--- config.mk ---
export PLATFORM = sky130hd
export DESIGN_NAME = header_length_checksum_deframer
export DESIGN_NICKNAME = d
export VERILOG_FILES = /design/src/rtl/hlcd_pkg.sv /design/src/rtl/hlcd_ram.sv /design/src/rtl/header_length_checksum_deframer.sv
export SDC_FILE = /design/constraint.sdc
export NUM_CORES = 1
export LEC_CHECK = 0
export BUFFER_PORTS_ARGS = -buffer_cell sky130_fd_sc_hd__buf_4
export CAP_MARGIN = 20
export CORE_ASPECT_RATIO = 0.75
export CORE_MARGIN = 2
export CORE_UTILIZATION = 35
export CTS_CLUSTER_SIZE = 10
export DETAILED_ROUTE_END_ITERATION = 6
export MAX_ROUTING_LAYER = met4
export PLACE_DENSITY = 0.55
export SYNTH_ARGS = -nofsm -noshare
export SYNTH_HDL_FRONTEND = slang
export SYNTH_SLANG_ARGS = --single-unit
--- constraint.sdc ---
create_clock -name clock -period 3.1 [get_ports clock]
set_input_delay 0.62 -clock clock [delete_from_list [all_inputs] [get_ports clock]]
set_output_delay 0.62 -clock clock [all_outputs]
set_load 0.05 [all_outputs]
--- src/rtl/hlcd_pkg.sv ---
// Shared constants for the header, length and checksum deframer.
`timescale 1ns / 1ps

package hlcd_pkg;

   localparam int MAX_PAYLOAD = 40;
   localparam int NUM_CHANNELS = 10;
   localparam int STORE_DEPTH = 2 * NUM_CHANNELS;

   localparam logic [7:0] HEADER_BYTE = 8'hAA;
   localparam logic [5:0] MAX_PAYLOAD_RESET = 6'd40;

   localparam int LEN_W = $clog2(MAX_PAYLOAD + 1);
   localparam int CH_AW = (NUM_CHANNELS > 1) ? $clog2(NUM_CHANNELS) : 1;

endpackage

--- src/rtl/hlcd_ram.sv ---
// Generic simple dual-port RAM with one write port and a registered read port.
`timescale 1ns / 1ps

module hlcd_ram #(
   parameter int WIDTH = 8,
   parameter int DEPTH = 16
) (
   input  logic                                           clock,
   input  logic                                           wr_en,
   input  logic [((DEPTH > 1) ? $clog2(DEPTH) : 1)-1:0]   wr_addr,
   input  logic [WIDTH-1:0]                               wr_data,
   input  logic                                           rd_en,
   input  logic [((DEPTH > 1) ? $clog2(DEPTH) : 1)-1:0]   rd_addr,
   output logic [WIDTH-1:0]                               rd_data
);

   logic [WIDTH-1:0] mem_ff [DEPTH];
   logic [WIDTH-1:0] rd_data_ff;

   always_ff @(posedge clock) begin
      if (wr_en) begin
         mem_ff[wr_addr] <= wr_data;
      end
      if (rd_en) begin
         rd_data_ff <= mem_ff[rd_addr];
      end
   end

   assign rd_data = rd_data_ff;

endmodule

--- src/rtl/header_length_checksum_deframer.sv ---
// Top level: byte-stream frame parser with payload RAMs and channel emitter.
//
//   Port group  Direction  Handshake              Contents
//   req_        in         req_valid / req_stall  one received byte
//   rsp_        out        rsp_valid / rsp_stall  frame ID, channel index, value, last
//   csr_        in         csr_wr_en              payload length limit
//
// A byte is taken on req_valid while the parser is hunting or inside a frame.
// After a good checksum each channel is emitted as one payload RAM read followed by
// presenting the result, which is held for as long as the result is stalled.
// The request side is stalled while channels are being emitted.
// Reset is synchronous; the payload RAMs need no clearing pass.
`timescale 1ns / 1ps

module header_length_checksum_deframer (
   input  logic               clock,
   input  logic               reset,
   input  logic               req_valid,
   output logic               req_stall,
   input  logic [7:0]         req_rx_data,
   output logic               rsp_valid,
   input  logic               rsp_stall,
   output logic [7:0]         rsp_frame_id,
   output logic [3:0]         rsp_channel_index,
   output logic signed [15:0] rsp_channel_value,
   output logic               rsp_last,
   input  logic               csr_wr_en,
   input  logic [5:0]         csr_wr_data
);

   typedef enum logic [2:0] {
      ST_HUNT,
      ST_ID,
      ST_LEN,
      ST_DATA,
      ST_SUM,
      ST_FETCH,
      ST_SHOW
   } state_type;

   state_type                     state_ff, state_in;
   logic [5:0]                    max_payload_ff, max_payload_in;
   logic [7:0]                    held_id_ff, held_id_in;
   logic [hlcd_pkg::LEN_W-1:0]    length_ff, length_in;
   logic [hlcd_pkg::LEN_W-1:0]    taken_ff, taken_in;
   logic [7:0]                    sum_ff, sum_in;
   logic [hlcd_pkg::CH_AW-1:0]    chan_ff, chan_in;
   logic [hlcd_pkg::CH_AW-1:0]    last_chan_ff, last_chan_in;

   logic [7:0]                    limit;
   logic [hlcd_pkg::LEN_W-1:0]    half;
   logic [hlcd_pkg::LEN_W-1:0]    taken_next;
   logic                          req_accept;
   logic                          rsp_accept;
   logic                          store_we;
   logic                          even_we;
   logic                          odd_we;
   logic [hlcd_pkg::CH_AW-1:0]    wr_addr;
   logic                          rd_en;
   logic [7:0]                    even_data;
   logic [7:0]                    odd_data;

   assign limit = (8'(max_payload_ff) > 8'(hlcd_pkg::MAX_PAYLOAD)) ?
                  8'(hlcd_pkg::MAX_PAYLOAD) : 8'(max_payload_ff);
   assign half = length_ff >> 1;
   assign taken_next = taken_ff + 1'b1;

   assign req_stall = (state_ff == ST_FETCH) || (state_ff == ST_SHOW);
   assign req_accept = req_valid && !req_stall;
   assign rsp_valid = (state_ff == ST_SHOW);
   assign rsp_accept = rsp_valid && !rsp_stall;

   assign store_we = req_accept && (state_ff == ST_DATA) &&
                     (32'(taken_ff) < hlcd_pkg::STORE_DEPTH);
   assign even_we = store_we && !taken_ff[0];
   assign odd_we = store_we && taken_ff[0];
   assign wr_addr = hlcd_pkg::CH_AW'(taken_ff >> 1);
   assign rd_en = (state_ff == ST_FETCH);

   always_comb begin
      state_in = state_ff;
      max_payload_in = max_payload_ff;
      held_id_in = held_id_ff;
      length_in = length_ff;
      taken_in = taken_ff;
      sum_in = sum_ff;
      chan_in = chan_ff;
      last_chan_in = last_chan_ff;

      if (csr_wr_en) begin
         max_payload_in = csr_wr_data;
      end

      unique case (state_ff)
         ST_HUNT: begin
            if (req_accept && (req_rx_data == hlcd_pkg::HEADER_BYTE)) begin
               sum_in = hlcd_pkg::HEADER_BYTE;
               state_in = ST_ID;
            end
         end
         ST_ID: begin
            if (req_accept) begin
               held_id_in = req_rx_data;
               sum_in = sum_ff + req_rx_data;
               state_in = ST_LEN;
            end
         end
         ST_LEN: begin
            if (req_accept) begin
               if (req_rx_data > limit) begin
                  state_in = ST_HUNT;
               end else begin
                  length_in = hlcd_pkg::LEN_W'(req_rx_data);
                  taken_in = '0;
                  sum_in = sum_ff + req_rx_data;
                  state_in = (req_rx_data == 8'd0) ? ST_SUM : ST_DATA;
               end
            end
         end
         ST_DATA: begin
            if (req_accept) begin
               sum_in = sum_ff + req_rx_data;
               taken_in = taken_next;
               if (taken_next >= length_ff) begin
                  state_in = ST_SUM;
               end
            end
         end
         ST_SUM: begin
            if (req_accept) begin
               state_in = ST_HUNT;
               if ((req_rx_data == sum_ff) && (half != '0)) begin
                  chan_in = '0;
                  if (32'(half) > hlcd_pkg::NUM_CHANNELS) begin
                     last_chan_in = hlcd_pkg::CH_AW'(hlcd_pkg::NUM_CHANNELS - 1);
                  end else begin
                     last_chan_in = hlcd_pkg::CH_AW'(half - 1'b1);
                  end
                  state_in = ST_FETCH;
               end
            end
         end
         ST_FETCH: begin
            state_in = ST_SHOW;
         end
         ST_SHOW: begin
            if (rsp_accept) begin
               if (chan_ff == last_chan_ff) begin
                  state_in = ST_HUNT;
               end else begin
                  chan_in = chan_ff + 1'b1;
                  state_in = ST_FETCH;
               end
            end
         end
         default: begin
            state_in = ST_HUNT;
         end
      endcase
   end

   always_ff @(posedge clock) begin
      if (reset) begin
         state_ff <= ST_HUNT;
         max_payload_ff <= hlcd_pkg::MAX_PAYLOAD_RESET;
         held_id_ff <= '0;
         length_ff <= '0;
         taken_ff <= '0;
         sum_ff <= '0;
         chan_ff <= '0;
         last_chan_ff <= '0;
      end else begin
         state_ff <= state_in;
         max_payload_ff <= max_payload_in;
         held_id_ff <= held_id_in;
         length_ff <= length_in;
         taken_ff <= taken_in;
         sum_ff <= sum_in;
         chan_ff <= chan_in;
         last_chan_ff <= last_chan_in;
      end
   end

   hlcd_ram #(
      .WIDTH(8),
      .DEPTH(hlcd_pkg::NUM_CHANNELS)
   ) u_even_ram (
      .clock   (clock),
      .wr_en   (even_we),
      .wr_addr (wr_addr),
      .wr_data (req_rx_data),
      .rd_en   (rd_en),
      .rd_addr (chan_ff),
      .rd_data (even_data)
   );

   hlcd_ram #(
      .WIDTH(8),
      .DEPTH(hlcd_pkg::NUM_CHANNELS)
   ) u_odd_ram (
      .clock   (clock),
      .wr_en   (odd_we),
      .wr_addr (wr_addr),
      .wr_data (req_rx_data),
      .rd_en   (rd_en),
      .rd_addr (chan_ff),
      .rd_data (odd_data)
   );

   assign rsp_frame_id = held_id_ff;
   assign rsp_channel_index = 4'(chan_ff);
   assign rsp_channel_value = signed'({even_data, odd_data});
   assign rsp_last = (chan_ff == last_chan_ff);

endmodule
==> results_dict.tcl <==
set metrics [dict create \
    areaGrowthSynthToFinish_pct 18.0 \
    hold_end "max_payload_ff[5]$_SDFFE_PP1P_" \
    drtAntennaViolNets 0 \
    synth_fp_nets 718 \
    cts_made_buffers 26 \
    grt.overflow.total 0 \
    startpoint_type "flip-flop" \
    critical_path.slowest_cell "o31ai_2" \
    worstMarginPinSlew_ns 0.927 \
    synthTopCellsByCount "edfxtp_1 (176), nor2_1 (68), dfxtp_1 (45)" \
    yosysMostFrequentCell "edfxtp_1" \
    rsz0062_at_grt "false" \
    clockBufferDepth 3 \
    avgSynthCellArea_sq_um 14.3 \
    arrival_ns 3.15 \
    ys_types 61 \
    io_pins 50 \
    crit_path_max_fanout 13 \
    initial_utilization 0.356 \
    design.core.area_sq_um 27000 \
    r2r_slack_ns 0.33 \
    grt_pass1_vias 6012 \
    power.density_nw_per_um2 542 \
    grt_usage 0.161 \
    min_period_ns 2.77 \
    path_class "reg2reg" \
    place_hpwl_mm 14.8 \
    synth_area_sq_um 9610 \
    die_y_microns 148 \
    regToRegStartpoint "max_payload_ff[4]$_SDFFE_PP0P_" \
    drt-vias-per-instance 5.18 \
    ctsResizeCount 0 \
    htreeDepth 1 \
    ys_seq_area_frac 0.644 \
    grt_max_degree 42 \
    crit_required_ns 3.48 \
    drt_iter0_drc 422 \
    postRouteWirelength_mm 22.1 \
    yosysWarnings 0 \
    grt_pass1_wl_mm 34.5 \
    die_x_microns 195 \
    synthTopCellsByArea "edfxtp_1 (55%), dfxtp_1 (9.4%), mux4_2 (7.5%)" \
    nNetsFinal 796 \
    hold_viol_final 0 \
    clkTransAtPathRegs_ns 0.05 \
    status "finished, final reports clean" \
    netlist_instances 674 \
    post_dp_cell_area_sq_um 10600 \
    slew_viol_final 0 \
    fmax_ghz 0.361 \
    gp_congestion 0.884 \
    relSlewSlack 0.378 \
    postCtsSetupBuffers 0 \
    finalCritPeriodShare 0.892 \
    num_rows 52 \
    firstDrtPassIters 5 \
    ff2ff_path_depth 9 \
    ir_drop_mv 0.338 \
    die_area_sq_um 28800 \
    cts-root-buf "clkbuf_16" \
    clock-sinks 221 \
    vias 5821 \
    synth_edf_count 176 \
    r2r_end "sum_ff[4]$_SDFFE_PP0P_" \
    slowest_delay_ns 0.79 \
    cts_hold_buf 0 \
    drc 0 \
    diodes 0 \
    stdcell_area_sq_um 11300 \
    clock_skew_ns 0.0171 \
    synth_seq_cells 221 \
    clk_latency_ns 0.53 \
    cts_tree "done" \
    synthDominantCellAreaShare 0.550 \
    endpoint_kind "flip-flop" \
    wl_per_cell_microns 19.7 \
    hold_path.class "in2reg" \
    hold_depth 3 \
    cap_violations 0 \
    io_buffers 49 \
    drive_gt1_frac 0.218 \
    yosys_most_used_dff "edfxtp_1" \
    finalSetupViolCount 0 \
    path_cells "o21ai_0 > nand2_1 > ha_1 > nand4_1 > a21oi_2 > nor4_2 > o31ai_2 > or4b_1 > a21oi_1" \
    hold_start "csr_wr_data[5]" \
    antenna_found_initial 0 \
    p_leak_nw 3.86 \
    setup_tns_ns 0 \
    synth-async-reset-ratio 0 \
    yosys.area.top_type "edfxtp_1" \
]
flip-flops by register name, summed over array words and instances, names as in the netlist, 6 cells and up:
name / count
u_even_ram.rd_data: 8
u_odd_ram.rd_data: 8
taken_ff: 6
rsp_frame_id: 8
u_odd_ram.mem_ff: 80
length_ff: 6
sum_ff: 8
u_even_ram.mem_ff: 80
max_payload_ff: 6
stage by stage:
stage	power (W)	utilization	setup WS, ns	cells	hold slack (ns)
finish	0.00614	0.420	0.334	1123	0.314
global route	0.00636	0.420	0.0953	1123	0.326
CTS	0.00623	0.420	0.357	1123	0.299
detailed placement	0.00341	0.391	0.227	1075	0.449
global placement	0.00340	0.391	0.358	1075	0.446
floorplan	0.00333	-	0.0372	674	0.436
placed cells by master, fill, tap and decap left out, types with 4 or more instances in the layout:
| master | n |
|---|---|
| edfxtp_1 | 176 |
| buf_4 | 84 |
| nor2_1 | 68 |
| dfxtp_1 | 44 |
| nand2_1 | 43 |
| a21oi_1 | 41 |
| mux4_2 | 32 |
| mux2i_1 | 31 |
| clkbuf_16 | 26 |
| ha_1 | 24 |
| nor2b_1 | 23 |
| a211oi_1 | 20 |
| clkbuf_1 | 19 |
| inv_1 | 16 |
| nor3_1 | 13 |
| nand3_1 | 10 |
| xnor2_1 | 9 |
| o21ai_0 | 7 |
| xor2_1 | 7 |
| nand2b_1 | 5 |
| a21o_1 | 5 |
| nor4_2 | 4 |
| o21a_1 | 4 |
| o211ai_1 | 4 |
critical path: cells and delay by family, from the launching register on:
kind | cells | cell delay (ns)
AO/OA/AOI/OAI | 4 | 1.35
AND/OR/NAND/NOR | 4 | 0.64
flip-flops | 1 | 0.33
adder cells (fa/ha/maj) | 1 | 0.29
report_power, final:
group | internal, W | switching [W]
clock network | 0.00168 | 0.00112
registers | 0.00320 | 0.00000347
logic | 0.0000452 | 0.000101
cells by family (layout without fill, tap and decap cells):
group	count (synthesis)	after routing	synth area share
simple gates	196	196	0.106
buf+inv	52	150	0.0229
xor+xnor	16	16	0.0146
fa+ha+maj	25	25	0.0333
flops	221	221	0.644
compound gates	101	101	0.0717
mux	63	63	0.107
how the worst max path moves through the flow:
stage | start | to | depth (start not counted)
2_1_floorplan | state_ff[0]$_SDFFE_PP0P_ | req_stall | 4
3_3_place_gp | req_rx_data[3] | sum_ff[4]$_SDFFE_PP0P_ | 8
3_5_place_dp | req_rx_data[0] | sum_ff[1]$_SDFFE_PP0P_ | 9
4_1_cts | max_payload_ff[3]$_SDFFE_PP1P_ | sum_ff[4]$_SDFFE_PP0P_ | 9
5_1_grt | max_payload_ff[4]$_SDFFE_PP0P_ | sum_ff[1]$_SDFFE_PP0P_ | 9
6_report | max_payload_ff[4]$_SDFFE_PP0P_ | sum_ff[4]$_SDFFE_PP0P_ | 9
routing by layer:
layer	wire length, microns	track usage
met1	10900	0.227
met5	0	-
met4	294	0.0305
met3	935	0.0274
met2	9980	0.248
area by class of cell:
class / count / area, sq um
Timing Repair Buffer: 85 / 651
Clock inverter: 2 / 46.3
Clock buffer: 46 / 736
Tap cell: 351 / 439
Inverter: 17 / 63.8
Multi-Input combinational cell: 401 / 3220
Fill cell: 2407 / 15700
Sequential cell: 221 / 6190
Note: power is estimated with default switching activity, not from simulation.
